`config.mk`:
```
export PLATFORM = sky130hd
export DESIGN_NAME = three_wire_rtc_burst_master_flat
export DESIGN_NICKNAME = d
export VERILOG_FILES = /design/src/twrtc_pkg.sv /design/src/twrtc_if.sv /design/src/three_wire_rtc_burst_master.sv /design/src/flat_wrapper.sv
export SDC_FILE = /design/constraint.sdc
export NUM_CORES = 1
export LEC_CHECK = 0
export BUFFER_PORTS_ARGS = -buffer_cell sky130_fd_sc_hd__buf_2
export CAP_MARGIN = 20
export CORE_MARGIN = 3
export CORE_UTILIZATION = 40
export CTS_CLUSTER_DIAMETER = 120
export DETAILED_ROUTE_END_ITERATION = 8
export PLACE_DENSITY = 0.68
export SYNTH_ARGS = -nofsm -noshare
export SYNTH_HDL_FRONTEND = slang
export SYNTH_SLANG_ARGS = --single-unit
```
`constraint.sdc`:
```
create_clock -name clk -period 12.1 [get_ports clk]
set_clock_uncertainty 0.15 [all_clocks]
set_input_delay 3.025 -clock clk [delete_from_list [all_inputs] [get_ports clk]]
set_output_delay 3.025 -clock clk [all_outputs]
set_load 0.1 [all_outputs]
```
`src/twrtc_pkg.sv`:
```
package twrtc_pkg;

  // Burst length in bytes and the counter width that follows from it.
  localparam int BURST_BYTES = 8;
  localparam int BYTE_W = (BURST_BYTES > 1) ? $clog2(BURST_BYTES) : 1;
  localparam int TIME_VALUES = 7;
  localparam int FILL_N = (BURST_BYTES < TIME_VALUES) ? BURST_BYTES : TIME_VALUES;

  // Configuration register indexes.
  localparam logic CFG_BURST_READ = 1'b0;
  localparam logic CFG_BURST_WRITE = 1'b1;

  localparam logic [7:0] BURST_READ_RESET = 8'd191;
  localparam logic [7:0] BURST_WRITE_RESET = 8'd190;

  typedef enum logic [1:0] {
    OP_TICK = 2'd0,
    OP_SINGLE_READ = 2'd1,
    OP_BURST_READ = 2'd2,
    OP_BURST_WRITE = 2'd3
  } op_t;

  typedef enum logic [1:0] {
    PH_IDLE = 2'd0,
    PH_CMD = 2'd1,
    PH_READ = 2'd2,
    PH_WRITE = 2'd3
  } phase_t;

  typedef enum logic [1:0] {
    KIND_NONE = 2'd0,
    KIND_SINGLE = 2'd1,
    KIND_BURST = 2'd2,
    KIND_WRITE = 2'd3
  } kind_t;

  // Binary to BCD for values below 100; the quotient by ten comes from a
  // multiply by 205 and a shift, which is exact in that range.
  function automatic logic [7:0] to_bcd(input logic [7:0] v);
    logic [15:0] prod;
    logic [3:0] tens;
    logic [7:0] rest;
    prod = 16'(v) * 16'd205;
    tens = prod[14:11];
    rest = v - (8'(tens) * 8'd10);
    return {tens, rest[3:0]};
  endfunction

  // BCD to binary on the two nibbles, with no digit check.
  function automatic logic [7:0] from_bcd(input logic [7:0] b);
    return 8'({b[7:4], 3'b000}) + 8'({b[7:4], 1'b0}) + 8'(b[3:0]);
  endfunction

endpackage

```
`src/twrtc_if.sv`:
```
// Request channel: operation, command byte, time values and the sampled pin.
interface twrtc_req_if;
  logic       valid;
  logic       ready;
  logic [1:0] operation;
  logic [7:0] address;
  logic [7:0] seconds;
  logic [7:0] minutes;
  logic [7:0] hours;
  logic [7:0] day_of_month;
  logic [7:0] month_number;
  logic [7:0] weekday;
  logic [7:0] year_in_century;
  logic       data_pin_in;

  modport source (output valid, operation, address, seconds, minutes, hours,
                  day_of_month, month_number, weekday, year_in_century,
                  data_pin_in, input ready);
  modport sink (input valid, operation, address, seconds, minutes, hours,
                day_of_month, month_number, weekday, year_in_century,
                data_pin_in, output ready);
endinterface

// Result channel: line levels and read byte report after each request beat.
interface twrtc_res_if;
  logic       valid;
  logic       ready;
  logic       chip_enable;
  logic       serial_clock;
  logic       data_pin_out;
  logic       data_drive;
  logic       byte_ready;
  logic [7:0] byte_value;
  logic [2:0] byte_number;
  logic       last_byte;
  logic       busy_res;
  logic       rejected;

  modport source (output valid, chip_enable, serial_clock, data_pin_out,
                  data_drive, byte_ready, byte_value, byte_number, last_byte,
                  busy_res, rejected, input ready);
  modport sink (input valid, chip_enable, serial_clock, data_pin_out,
                data_drive, byte_ready, byte_value, byte_number, last_byte,
                busy_res, rejected, output ready);
endinterface

```
`src/three_wire_rtc_burst_master.sv`:
```
// Each result beat is registered and shown in the cycle after its request beat is taken.
// One request beat is taken per cycle; the only limit is the single
// result register, which is refilled in the same cycle it is drained.
// Reset (synchronous, active high) returns the bus to idle, clears the
// counters and restores both command registers; the write buffer is not reset.
module three_wire_rtc_burst_master (
  input  logic                     clk,
  input  logic                     rst,
  twrtc_req_if.sink                req,
  twrtc_res_if.source              res,
  input  logic                     cfg_we,
  input  logic                     cfg_index,
  input  logic [7:0]               cfg_data
);
  import twrtc_pkg::*;

  // Transfer state.
  phase_t            phase, phase_next;
  kind_t             kind, kind_next;
  logic [7:0]        shift_reg, shift_reg_next;
  logic [2:0]        bit_count, bit_count_next;
  logic [BYTE_W-1:0] byte_count, byte_count_next;
  logic              clock_half, clock_half_next;
  logic              load_buf;

  logic [7:0] burst_read_cmd;
  logic [7:0] burst_write_cmd;
  logic [7:0] write_buf [BURST_BYTES];

  logic       accept;
  logic       range_ok;
  logic       final_byte;
  logic [7:0] time_val [TIME_VALUES];
  logic [7:0] read_shift;
  op_t        op;

  // Result payload computed from the beat and the next state.
  logic       ce_d, sclk_d, dout_d, drive_d, bready_d, last_d, rej_d;
  logic [7:0] bvalue_d;
  logic [2:0] bnum_d;

  assign op = op_t'(req.operation);
  assign accept = req.valid && req.ready;
  assign req.ready = !res.valid || res.ready;

  assign time_val[0] = req.seconds;
  assign time_val[1] = req.minutes;
  assign time_val[2] = req.hours;
  assign time_val[3] = req.day_of_month;
  assign time_val[4] = req.month_number;
  assign time_val[5] = req.weekday;
  assign time_val[6] = req.year_in_century;

  assign range_ok = (req.seconds < 8'd60) && (req.minutes < 8'd60) &&
                    (req.hours < 8'd24) &&
                    (req.day_of_month >= 8'd1) && (req.day_of_month < 8'd32) &&
                    (req.month_number >= 8'd1) && (req.month_number < 8'd13) &&
                    (req.weekday >= 8'd1) && (req.weekday < 8'd8) &&
                    (req.year_in_century < 8'd100);

  assign final_byte = (kind == KIND_SINGLE) ||
                      (byte_count == BYTE_W'(BURST_BYTES - 1));
  assign read_shift = {req.data_pin_in, shift_reg[7:1]};

  // Configuration registers.
  always_ff @(posedge clk) begin
    if (rst) begin
      burst_read_cmd <= BURST_READ_RESET;
      burst_write_cmd <= BURST_WRITE_RESET;
    end else if (cfg_we) begin
      case (cfg_index)
        CFG_BURST_READ:  burst_read_cmd <= cfg_data;
        CFG_BURST_WRITE: burst_write_cmd <= cfg_data;
        default:         burst_read_cmd <= burst_read_cmd;
      endcase
    end
  end

  // Next-state logic: request start, half-period advance, byte sequencing.
  always_comb begin
    phase_next = phase;
    kind_next = kind;
    shift_reg_next = shift_reg;
    bit_count_next = bit_count;
    byte_count_next = byte_count;
    clock_half_next = clock_half;
    load_buf = 1'b0;
    if (op != OP_TICK) begin
      if (phase == PH_IDLE) begin
        bit_count_next = '0;
        byte_count_next = '0;
        clock_half_next = 1'b0;
        case (op)
          OP_SINGLE_READ: begin
            phase_next = PH_CMD;
            kind_next = KIND_SINGLE;
            shift_reg_next = req.address;
          end
          OP_BURST_READ: begin
            phase_next = PH_CMD;
            kind_next = KIND_BURST;
            shift_reg_next = burst_read_cmd;
          end
          OP_BURST_WRITE: begin
            if (range_ok) begin
              phase_next = PH_CMD;
              kind_next = KIND_WRITE;
              shift_reg_next = burst_write_cmd;
              load_buf = 1'b1;
            end else begin
              bit_count_next = bit_count;
              byte_count_next = byte_count;
              clock_half_next = clock_half;
            end
          end
          default: begin
            phase_next = phase;
          end
        endcase
      end
    end else if (phase != PH_IDLE) begin
      if (!clock_half) begin
        // Rising clock half: a read samples the pin into the top bit.
        if (phase == PH_READ) begin
          shift_reg_next = read_shift;
        end
        clock_half_next = 1'b1;
      end else begin
        // Falling clock half: unless reading, shift out the next bit; step the counters.
        clock_half_next = 1'b0;
        if (phase != PH_READ) begin
          shift_reg_next = {1'b0, shift_reg[7:1]};
        end
        bit_count_next = bit_count + 3'd1;
        if (bit_count == 3'd7) begin
          if (phase == PH_CMD) begin
            if (kind == KIND_WRITE) begin
              phase_next = PH_WRITE;
              shift_reg_next = write_buf[0];
            end else begin
              phase_next = PH_READ;
              shift_reg_next = '0;
            end
          end else if (final_byte) begin
            phase_next = PH_IDLE;
            shift_reg_next = '0;
            byte_count_next = '0;
          end else begin
            byte_count_next = BYTE_W'(byte_count + 1'b1);
            if (phase == PH_WRITE) begin
              shift_reg_next = write_buf[BYTE_W'(byte_count + 1'b1)];
            end else begin
              shift_reg_next = '0;
            end
          end
        end
      end
    end
  end

  // Output logic: line levels after the beat and the read byte report.
  always_comb begin
    ce_d = (phase_next != PH_IDLE);
    sclk_d = ce_d && clock_half_next;
    drive_d = (phase_next != PH_READ);
    dout_d = ce_d && drive_d && shift_reg_next[0];
    rej_d = (op != OP_TICK) &&
            ((phase != PH_IDLE) || ((op == OP_BURST_WRITE) && !range_ok));
    bready_d = (op == OP_TICK) && (phase == PH_READ) && !clock_half &&
               (bit_count == 3'd7);
    bvalue_d = bready_d ? from_bcd(read_shift) : '0;
    bnum_d = bready_d ? 3'(byte_count) : '0;
    last_d = bready_d && final_byte;
  end

  // State registers.
  always_ff @(posedge clk) begin
    if (rst) begin
      phase <= PH_IDLE;
      kind <= KIND_NONE;
      shift_reg <= '0;
      bit_count <= '0;
      byte_count <= '0;
      clock_half <= 1'b0;
    end else if (accept) begin
      phase <= phase_next;
      kind <= kind_next;
      shift_reg <= shift_reg_next;
      bit_count <= bit_count_next;
      byte_count <= byte_count_next;
      clock_half <= clock_half_next;
    end
  end

  // Write buffer: BCD time values, then zero bytes to fill the burst.
  always_ff @(posedge clk) begin
    if (accept && load_buf) begin
      for (int j = 0; j < FILL_N; j++) begin
        write_buf[j] <= to_bcd(time_val[j]);
      end
      for (int i = FILL_N; i < BURST_BYTES; i++) begin
        write_buf[i] <= '0;
      end
    end
  end

  // Result valid flag.
  always_ff @(posedge clk) begin
    if (rst) begin
      res.valid <= 1'b0;
    end else if (accept) begin
      res.valid <= 1'b1;
    end else if (res.ready) begin
      res.valid <= 1'b0;
    end
  end

  // Result payload register.
  always_ff @(posedge clk) begin
    if (accept) begin
      res.chip_enable <= ce_d;
      res.serial_clock <= sclk_d;
      res.data_pin_out <= dout_d;
      res.data_drive <= drive_d;
      res.byte_ready <= bready_d;
      res.byte_value <= bvalue_d;
      res.byte_number <= bnum_d;
      res.last_byte <= last_d;
      res.busy_res <= ce_d;
      res.rejected <= rej_d;
    end
  end

endmodule

```
`src/flat_wrapper.sv`:
```
// flat-port wrapper written by rule: the top's interface ports become plain ports
module three_wire_rtc_burst_master_flat import twrtc_pkg::*;
  (clk, rst, cfg_we, cfg_index, cfg_data, req_valid, req_operation, req_address, req_seconds, req_minutes, req_hours, req_day_of_month, req_month_number, req_weekday, req_year_in_century, req_data_pin_in, req_ready, res_valid, res_chip_enable, res_serial_clock, res_data_pin_out, res_data_drive, res_byte_ready, res_byte_value, res_byte_number, res_last_byte, res_busy_res, res_rejected, res_ready);
  twrtc_req_if req_i ();
  twrtc_res_if res_i ();
  input  logic clk;
  input  logic rst;
  input  logic cfg_we;
  input  logic cfg_index;
  input  logic [7:0] cfg_data;
  input wire logic [$bits(req_i.valid)-1:0] req_valid;
  input wire logic [$bits(req_i.operation)-1:0] req_operation;
  input wire logic [$bits(req_i.address)-1:0] req_address;
  input wire logic [$bits(req_i.seconds)-1:0] req_seconds;
  input wire logic [$bits(req_i.minutes)-1:0] req_minutes;
  input wire logic [$bits(req_i.hours)-1:0] req_hours;
  input wire logic [$bits(req_i.day_of_month)-1:0] req_day_of_month;
  input wire logic [$bits(req_i.month_number)-1:0] req_month_number;
  input wire logic [$bits(req_i.weekday)-1:0] req_weekday;
  input wire logic [$bits(req_i.year_in_century)-1:0] req_year_in_century;
  input wire logic [$bits(req_i.data_pin_in)-1:0] req_data_pin_in;
  output wire logic [$bits(req_i.ready)-1:0] req_ready;
  output wire logic [$bits(res_i.valid)-1:0] res_valid;
  output wire logic [$bits(res_i.chip_enable)-1:0] res_chip_enable;
  output wire logic [$bits(res_i.serial_clock)-1:0] res_serial_clock;
  output wire logic [$bits(res_i.data_pin_out)-1:0] res_data_pin_out;
  output wire logic [$bits(res_i.data_drive)-1:0] res_data_drive;
  output wire logic [$bits(res_i.byte_ready)-1:0] res_byte_ready;
  output wire logic [$bits(res_i.byte_value)-1:0] res_byte_value;
  output wire logic [$bits(res_i.byte_number)-1:0] res_byte_number;
  output wire logic [$bits(res_i.last_byte)-1:0] res_last_byte;
  output wire logic [$bits(res_i.busy_res)-1:0] res_busy_res;
  output wire logic [$bits(res_i.rejected)-1:0] res_rejected;
  input wire logic [$bits(res_i.ready)-1:0] res_ready;
  assign req_i.valid = req_valid;
  assign req_i.operation = req_operation;
  assign req_i.address = req_address;
  assign req_i.seconds = req_seconds;
  assign req_i.minutes = req_minutes;
  assign req_i.hours = req_hours;
  assign req_i.day_of_month = req_day_of_month;
  assign req_i.month_number = req_month_number;
  assign req_i.weekday = req_weekday;
  assign req_i.year_in_century = req_year_in_century;
  assign req_i.data_pin_in = req_data_pin_in;
  assign req_ready = req_i.ready;
  assign res_valid = res_i.valid;
  assign res_chip_enable = res_i.chip_enable;
  assign res_serial_clock = res_i.serial_clock;
  assign res_data_pin_out = res_i.data_pin_out;
  assign res_data_drive = res_i.data_drive;
  assign res_byte_ready = res_i.byte_ready;
  assign res_byte_value = res_i.byte_value;
  assign res_byte_number = res_i.byte_number;
  assign res_last_byte = res_i.last_byte;
  assign res_busy_res = res_i.busy_res;
  assign res_rejected = res_i.rejected;
  assign res_i.ready = res_ready;
  three_wire_rtc_burst_master u_core (.clk(clk), .rst(rst), .req(req_i), .res(res_i), .cfg_we(cfg_we), .cfg_index(cfg_index), .cfg_data(cfg_data));
endmodule
```
==> metrics, run 1 <==
Synth Instances=1,384; synthesized cell area=13,600 um^2; die area=36,300 um^2; Cell Rows=66; initial antenna violation count=2; RePlAce Congestion=0.903; WL final=30,100 um; Synth area leader=ha_1; sequential fraction of the synthesis area=0.216; nets=1,963; Worst Max-Slew Pin Slew=1.03 ns; WL per Instance=15.7 um; TritonCTS buffer count=9; xor/xnor share of the synthesized area=0.0489; Post-CTS Hold Fix Bufs=0; clk slew on worst S/H paths=0.08 ns; buffers and inverters on the worst path=4; first-pass GRT wire length=49,200 um; grt ovf=0; antenna cells=0; Resized Gates After CTS=0; synth cell count leaders=inv_1, ha_1, fa_1, edfxtp_1, a21oi_1; Top delay family on crit path=adder cells; post-synthesis mux area share=0.0228; #FFs+latches synth=110; Clock Latency Late Sink=0.36 ns; Simple-Gate Fraction of Synth Area=0.0731; CTS HTree Levels=3; die height=191 um; initial drt markers=737; Routed Antenna Nets=0; Vias/cell=5.14; status=finished clean; most common cell in the netlist=inv_1; Total Routing Usage GR=0.168; compound-cell area share of the yosys netlist=0.112; Final Cycle Share=0.634; adder-cell share of the synthesized area=0.424; initial core utilization=0.413; share of layout cells above drive strength 1=0.101; leak pwr=7.57 nW; unrepaired setup endpoints after global routing=false; Slew HR=0.313; max-cap violations=0; Mapped Nets=1,876; P per Cell Area=127 nW/um^2; Longest Clk Path Bufs=2; I/O pin cnt=102; critical-path maximum fanout=5; combinational family with the most area after synthesis=adder cells; Yosys top cell area share=0.298; Final Total Pwr=1.89 mW; maximum VDD drop=78.2 uV; Final Setup Violations=0; CP Data Required Time=12.05 ns; pin count of the biggest net entering global routing=57; Fin. Hold Viols=0; vias in the first global route=9,900; Post-synth EDFFs=74; Yosys warning total=0; Max Clk Rate=130 MHz; Mean Syn Cell Area=9.86 um^2; slowest stage cell, crit path=fa_1; Top FF cell, synth=edfxtp_1; fin crit period=7.67 ns; worst stage delay on the critical path=0.56 ns; setup TNS=0 ns; PortBufs=101; via count=9,850; Worst Setup Start Kind=primary input; core area=33,000 um^2; drt first pass iters=5; HPWL Detailed=25,800 um; max-slew violations=0; worst min path class=register to register; Setup CP Type=primary input to register; max reg flops=56; worst path cell trace=buf_2, ha_1, inv_1, fa_1, fa_1, fa_1, inv_1, ha_1, a2111oi_0, o21ai_1, o22ai_2, xnor2_1, ha_1, inv_1, fa_1, xor2_1, xnor2_1, xnor2_1; clock net sink count=110; asr flop ratio synth=0; crit-path most repeated cell=fa_1; CP Capture Type=register; Synth area leaders=ha_1, edfxtp_1, fa_1, inv_1, dfxtp_1; Fillers=3,139; TritonCTS clock tree=yes; arrival time worst endpoint=7.62 ns; worst hold slack=0.321 ns; Top reg by flops=u_core.write_buf; Root Driver=clkbuf_16; Die X=191 um; DRC viols=0; Area growth syn-to-layout=9.02%; post-CTS setup buffers=0; Synth cell types=77
==> cell families (layout without fill, tap and decap cells) <==
family / Yosys count / after routing
compound gates: 213 / 213
xor+xnor: 73 / 73
fa+ha+maj: 411 / 411
buf+inv: 360 / 452
flops: 110 / 110
mux: 26 / 26
simple gates: 191 / 191
==> worst paths after layout <==
| kind | to | startpoint | slack [ns] | cells past startpoint |
|---|---|---|---|---|
| min | u_core.burst_write_cmd[2]$_SDFFE_PP1P_ | u_core.burst_write_cmd[2]$_SDFFE_PP1P_ | 0.32 | 1 |
| max | u_core.write_buf[0][3]$_DFFE_PP_ | req_seconds[6] | 4.43 | 18 |
| min reg2reg | u_core.burst_write_cmd[2]$_SDFFE_PP1P_ | u_core.burst_write_cmd[2]$_SDFFE_PP1P_ | 0.32 | 1 |
| max reg2reg | u_core.shift_reg[7]$_SDFFE_PP0P_ | u_core.byte_count[0]$_SDFFE_PP0P_ | 8.39 | 7 |
==> cell type report <==
type	count	area [um^2]	area share
clock buffers	10	250	0.0168
repair buffers	103	520	0.0350
flip-flops and latches	110	2940	0.198
inverters	333	1250	0.0841
clock inverters	6	60.1	0.00404
well taps	442	553	0.0372
multi-input cells	914	9290	0.625
==> through the flow <==
step                      setup WS, ns  cells   util  cell area [um^2]
after floorplan                   4.48   1384      -             13600
after detailed placement          4.02   1901  0.441             14600
after CTS                         4.40   1917  0.450             14900
after global placement            4.14   1901  0.441             14600
after global routing              4.08   1918  0.450             14900
final                             4.43   1918  0.450             14900
==> report_power, final <==
| group | switching [mW] | total, mW | leakage (nW) | internal, mW |
|---|---|---|---|---|
| Sequential | 0.00994 | 0.487 | 0.977 | 0.477 |
| Clock | 0.146 | 0.303 | 0.153 | 0.157 |
| Combinational | 0.610 | 1.10 | 6.44 | 0.494 |
| Total | 0.767 | 1.89 | 7.57 | 1.13 |
==> placed cells by master, fill, tap and decap left out, types with 14 or more instances in the layout <==
master / count
fa_1: 86
nand2_1: 41
edfxtp_1: 74
o21ai_0: 14
a21oi_1: 51
xnor2_1: 48
buf_2: 101
nor2_1: 47
xor2_1: 23
dfxtp_1: 36
ha_1: 325
inv_1: 331
nor2b_1: 18
a22oi_1: 15
==> per-layer routing <==
metal	vias up	global-route usage	wire length, um
li1	4876	-	-
met1	4693	0.221	13500
met2	235	0.296	14700
met3	42	0.0208	1400
met4	4	0.0358	523
met5	-	0	21
No activity file was read; power rests on OpenSTA's default activity.
==> run 2: changes to the inputs <==
--- a/config.mk
+++ b/config.mk
@@ -5,6 +5,7 @@
 export SDC_FILE = /design/constraint.sdc
 export NUM_CORES = 1
 export LEC_CHECK = 0
+export ABC_AREA = 1
 export BUFFER_PORTS_ARGS = -buffer_cell sky130_fd_sc_hd__buf_2
 export CAP_MARGIN = 20
 export CORE_MARGIN = 3
==> constraint.sdc (replaced) <==
create_clock -name clk -period 7.7 [get_ports clk]
set_clock_uncertainty 0.15 [all_clocks]
set_input_delay 1.925 -clock clk [delete_from_list [all_inputs] [get_ports clk]]
set_output_delay 1.925 -clock clk [all_outputs]
set_load 0.1 [all_outputs]
==> metrics, run 2 <==
status=finished clean; clock net sink count=110; Top reg by flops=u_core.write_buf; Synth area leaders=ha_1, edfxtp_1, fa_1, inv_1, nand2_1; met3 routed WL=1280 um; asr flop ratio synth=0; Resized Gates After CTS=0; grt ovf=0; PortBufs=101; Synth cell types=42; HP Start=u_core.bit_count[1]$_SDFFE_PP0P_; Reg2Reg Capture Point=u_core.res.data_pin_out$_DFFE_PP_; worst hold slack=0.316 ns; synthesized cell area=13,900 um^2; critical-path maximum fanout=5; CP Capture Type=register; Worst Max-Slew Pin Slew=0.957 ns; I/O pin cnt=102; Synth Instances=1,683; max-slew violations=0; final core occ=0.450; Top FF cell, synth=edfxtp_1; Mapped Nets=2,175; unrepaired setup endpoints after global routing=false; CP Data Required Time=7.66 ns; Mean Syn Cell Area=8.27 um^2; Hold Path End=u_core.bit_count[1]$_SDFFE_PP0P_; synth cell count leaders=inv_1, ha_1, nand2_1, nor2_1, fa_1; Max Clk Rate=155 MHz; clk slew on worst S/H paths=0.07 ns; Yosys warning total=0; Cell Rows=67; die area=37,100 um^2; Final Instance Area=15,200 um^2; via count=10,700; share of layout cells above drive strength 1=0.0869; most common cell in the netlist=inv_1; nets=2,271; Post-synth EDFFs=74; worst r2r src=u_core.byte_count[0]$_SDFFE_PP0P_; core area=33,900 um^2; metal2 WL=14,500 um; leak pwr=8.42 nW; #FFs+latches synth=110; TritonCTS buffer count=9; Worst R2R Path Depth=11; post-CTS setup buffers=0; HPWL Detailed=25,900 um; most frequent cells in the layout=inv_1, ha_1, nand2_1; antenna cells=0; first-pass GRT wire length=50,700 um; drt first pass iters=5; Routed Antenna Nets=0; CTS HTree Levels=3; worst min path class=register to register; Synth area leader=ha_1; Die X=193 um; arrival time worst endpoint=6.40 ns; Clock Latency Late Sink=0.35 ns; Yosys top cell area share=0.292; Multi-input gate area=9300 um^2; Fin. Hold Viols=0; DRC viols=0; initial antenna violation count=0; Register Area=2940 um^2; wl on met1=13,900 um; max reg flops=56; Worst Setup Start Kind=primary input; DR top layer=met4; Root Driver=clkbuf_16; die height=193 um; flop2flop setup slack=4.45 ns; Slew HR=0.361; Vias/cell=4.80; sequential fraction of the synthesis area=0.212; P per Cell Area=198 nW/um^2; dpl cell area=14,900 um^2; WL per Instance=13.4 um; Area growth syn-to-layout=9.42%; Setup CP Type=primary input to register; pin count of the biggest net entering global routing=57; TritonCTS clock tree=yes; most common cell after layout, fill and taps aside=inv_1; RePlAce Congestion=0.893; Hold Path Depth=2; Final Setup Violations=0; Fillers=3,365; vias in the first global route=10,800; Post-CTS Hold Fix Bufs=0; WL final=30,000 um; Final Cycle Share=0.837; initial drt markers=527; Final Total Pwr=3.02 mW; initial core utilization=0.411; maximum VDD drop=101 uV; max-cap violations=0; Total Routing Usage GR=0.166; Longest Clk Path Bufs=2; setup TNS=0 ns; fin crit period=6.44 ns
## run 2: cell types whose count changed in the layout (fill, tap and decap cells not counted), moves of 14 or more
cell | before | now
nand2_1 | 41 | 286
xnor2_1 | 48 | 26
nand3_1 | 12 | 69
a22oi_1 | 15 | 1
inv_1 | 331 | 414
nor2_1 | 47 | 110
nor2b_1 | 18 | 0
o21ai_0 | 14 | 57
## run 2: worst max-delay path by stage
stage,from,end,slack (ns),cells past startpoint
2_1_floorplan,res_ready,u_core.write_buf[0][0]$_DFFE_PP_,1.25,6
3_3_place_gp,req_month_number[2],u_core.write_buf[4][3]$_DFFE_PP_,0.96,24
3_5_place_dp,req_day_of_month[2],u_core.write_buf[3][3]$_DFFE_PP_,0.89,22
4_1_cts,req_month_number[2],u_core.write_buf[4][3]$_DFFE_PP_,1.25,24
5_1_grt,req_month_number[2],u_core.write_buf[4][3]$_DFFE_PP_,0.91,24
6_report,req_month_number[2],u_core.write_buf[4][3]$_DFFE_PP_,1.26,24
## run 2: where the power goes
group,total (mW),switching (mW),internal (mW),leakage (nW)
sequential,0.756,0.0169,0.739,0.980
clock,0.467,0.208,0.259,0.148
combinational,1.79,1.08,0.709,7.29
## run 2: cell families after synthesis
kind of cell	share of synthesized area
buf+inv	0.121
fa+ha+maj	0.416
flops	0.212
compound gates	0.0617
simple gates	0.162
xor+xnor	0.0283
## run 2: worst max-delay path, cell delays in order
cell     delay [ns]
buf_2          0.14
ha_1           0.31
inv_1          0.06
fa_1           0.53
inv_1          0.06
fa_1           0.53
inv_1          0.06
fa_1           0.53
inv_1          0.04
ha_1           0.30
a21o_1         0.18
a21oi_1        0.14
nand2_1        0.08
nand2_1        0.06
inv_1          0.05
or2_2          0.27
xor2_1         0.17
fa_1           0.41
xnor2_1        0.20
o21ai_0        0.14
nand2_1        0.08
nand2_1        0.05
nand2_1        0.06
inv_1          0.03
## run 2: cell type report
cell class	count	area share
Multi-Input combinational cell	1131	0.611
Sequential cell	110	0.193
Inverter	424	0.105
Tap cell	448	0.0368
Timing Repair Buffer	103	0.0342
Clock buffer	13	0.0185
Clock inverter	3	0.00164
## run 2: routing by layer
| metal | up-vias | GRT usage |
|---|---|---|
| met5 | - | 0 |
| met4 | 0 | 0.0191 |
| met1 | 4980 | 0.221 |
| li1 | 5496 | - |
| met2 | 208 | 0.296 |
| met3 | 28 | 0.0198 |
## run 2: metrics by stage
step / worst slack [ns] / std cells
2_1_floorplan: 1.25 / 1683
3_3_place_gp: 0.962 / 2216
3_5_place_dp: 0.888 / 2216
4_1_cts: 1.25 / 2232
5_1_grt: 0.908 / 2232
6_report: 1.26 / 2232
==> run 3: changes to the inputs <==
--- a/config.mk
+++ b/config.mk
@@ -12,7 +12,7 @@
 export CORE_UTILIZATION = 40
 export CTS_CLUSTER_DIAMETER = 120
 export DETAILED_ROUTE_END_ITERATION = 8
-export PLACE_DENSITY = 0.68
+export PLACE_DENSITY = 0.7
 export SYNTH_ARGS = -nofsm -noshare
 export SYNTH_HDL_FRONTEND = slang
 export SYNTH_SLANG_ARGS = --single-unit
==> constraint.sdc (replaced) <==
create_clock -name clk -period 5.4 [get_ports clk]
set_clock_uncertainty 0.15 [all_clocks]
set_input_delay 1.35 -clock clk [delete_from_list [all_inputs] [get_ports clk]]
set_output_delay 1.35 -clock clk [all_outputs]
set_load 0.1 [all_outputs]
==> metrics, run 3 (synthesis gave the netlist of run 2 again) <==
Worst R2R Path Depth=11; Internal Pwr Total=2.95 mW; Top reg by flops=u_core.write_buf; most common cell after layout, fill and taps aside=inv_1; combinational share of power=0.663; arrival time worst endpoint=5.40 ns; failing checks=setup timing; Final Instance Area=17,200 um^2; Slew HR=0.347; vias in the first global route=11,900; flop2flop setup slack=2.21 ns; fin crit period=5.44 ns; leak pwr=9.30 nW; I/O pin cnt=102; Clk pwr share=0.126; unrepaired setup endpoints after global routing=true; pin count of the biggest net entering global routing=57; Post-CTS Hold Fix Bufs=0; worst min path class=register to register; initial drt markers=599; Critical Path Sink=u_core.write_buf[3][3]$_DFFE_PP_; Final Total Pwr=5.10 mW; setup ws final=-0.0432 ns; Area growth syn-to-layout=23.4%; Sw Ratio=0.422; Worst Max-Slew Pin Slew=0.978 ns; P_sw=2.15 mW; via count=11,500; Die X=193 um; grt ovf=0; Max Clk Rate=184 MHz; clock net sink count=110; max-slew violations=0; core area=33,900 um^2; nets=2,445; most frequent cells in the layout=inv_1, ha_1, nand2_1; critical-path maximum fanout=3; initial core utilization=0.411; clk slew on worst S/H paths=0.08 ns; Final Setup Violations=1; max-cap violations=0; die area=37,100 um^2; DRC viols=0; Sequential Power Share=0.211; critical path launch point=req_day_of_month[5]; Vias/cell=4.80; Final Cycle Share=1.01; dpl cell area=16,400 um^2; Clock Latency Late Sink=0.35 ns; status=complete, but fails checks; Worst Setup Start Kind=primary input; maximum VDD drop=170 uV; Cell Rows=67; CTS HTree Levels=3; die height=193 um; P per Cell Area=297 nW/um^2; Routed Antenna Nets=0; Fin. Hold Viols=0; RePlAce Congestion=0.908; share of layout cells above drive strength 1=0.221; WL per Instance=13.2 um; Setup CP Type=primary input to register; PortBufs=101; setup TNS=-0.0432 ns; CP Data Required Time=5.36 ns; WL final=31,800 um; worst r2r src=u_core.byte_count[0]$_SDFFE_PP0P_; Root Driver=clkbuf_16; HPWL Detailed=27,300 um; drt first pass iters=5; Reg2Reg Capture Point=u_core.res.data_pin_out$_DFFE_PP_; initial antenna violation count=2; Longest Clk Path Bufs=2; CP Capture Type=register; max reg flops=56; TritonCTS buffer count=9; first-pass GRT wire length=53,800 um; Total Routing Usage GR=0.175; TritonCTS clock tree=yes
==> run 3: worst min path at each step <==
stage | start | end | depth (start not counted)
global route | u_core.burst_read_cmd[5]$_SDFFE_PP1P_ | u_core.burst_read_cmd[5]$_SDFFE_PP1P_ | 2
CTS | u_core.burst_read_cmd[5]$_SDFFE_PP1P_ | u_core.burst_read_cmd[5]$_SDFFE_PP1P_ | 2
floorplan | u_core.burst_read_cmd[2]$_SDFFE_PP1P_ | u_core.burst_read_cmd[2]$_SDFFE_PP1P_ | 2
finish | u_core.burst_read_cmd[5]$_SDFFE_PP1P_ | u_core.burst_read_cmd[5]$_SDFFE_PP1P_ | 2
global placement | u_core.burst_read_cmd[3]$_SDFFE_PP1P_ | u_core.burst_read_cmd[3]$_SDFFE_PP1P_ | 2
detailed placement | u_core.burst_read_cmd[5]$_SDFFE_PP1P_ | u_core.burst_read_cmd[5]$_SDFFE_PP1P_ | 2
==> run 3: power groups by stage <==
stage | registers (mW) | clock network (mW) | logic, mW
global placement | 1.10 | 0 | 2.99
global route | 1.08 | 0.692 | 3.89
finish | 1.08 | 0.641 | 3.38
CTS | 1.08 | 0.656 | 3.17
floorplan | 1.15 | 0 | 2.09
detailed placement | 1.10 | 0 | 3.12
==> run 3: routing by layer <==
metal | vias to the layer above | part of all wire | track usage
met2 | 261 | 0.49 | 0.317
met3 | 58 | 0.045 | 0.0227
met4 | 2 | 0.024 | 0.0457
met5 | - | 0.00041 | 0
li1 | 5844 | - | -
met1 | 5384 | 0.44 | 0.219
==> run 3: timing repair <==
action | in CTS | in global routing
setup buffers | 0 | 11
hold endpoints to repair | 0 | 0
resized for setup | 7 | 85
pin swaps | 7 | 70
endpoints found under the setup margin | 1 | 7
==> run 3: through the flow <==
| step | hold WS [ns] | std cells | setup WS, ns | util |
|---|---|---|---|---|
| 2_1_floorplan | 0.279 | 1683 | -0.189 | - |
| 5_1_grt | 0.338 | 2407 | -0.177 | 0.507 |
| 4_1_cts | 0.322 | 2395 | -0.0349 | 0.495 |
| 3_3_place_gp | 0.290 | 2379 | -0.456 | 0.485 |
| 3_5_place_dp | 0.303 | 2379 | -0.551 | 0.485 |
| 6_report | 0.321 | 2407 | -0.0432 | 0.507 |
==> run 3: cell type report <==
cell class / count / area [um^2]
antenna: 1 / 2.50
clock buffer: 9 / 225
clock inverter: 7 / 61.3
fill: 3140 / 16700
inverter: 424 / 1590
multi-input combinational: 1131 / 9840
sequential: 110 / 2940
tap: 448 / 561
timing repair buffer: 277 / 1930
==> run 3: worst max-delay path, stage by stage <==
cell and delay, ns:
buf_4 0.13, ha_4 0.27, inv_2 0.03, fa_1 0.52, inv_1 0.05, fa_1 0.52, inv_2 0.04, fa_1 0.55
inv_2 0.05, ha_4 0.27, a21oi_2 0.05, o21a_1 0.19, nand2_2 0.10, xor2_2 0.17, ha_2 0.19, inv_2 0.03
fa_2 0.32, xor2_1 0.16, inv_1 0.07, or2_4 0.23, nand3_2 0.05, nand2_1 0.04
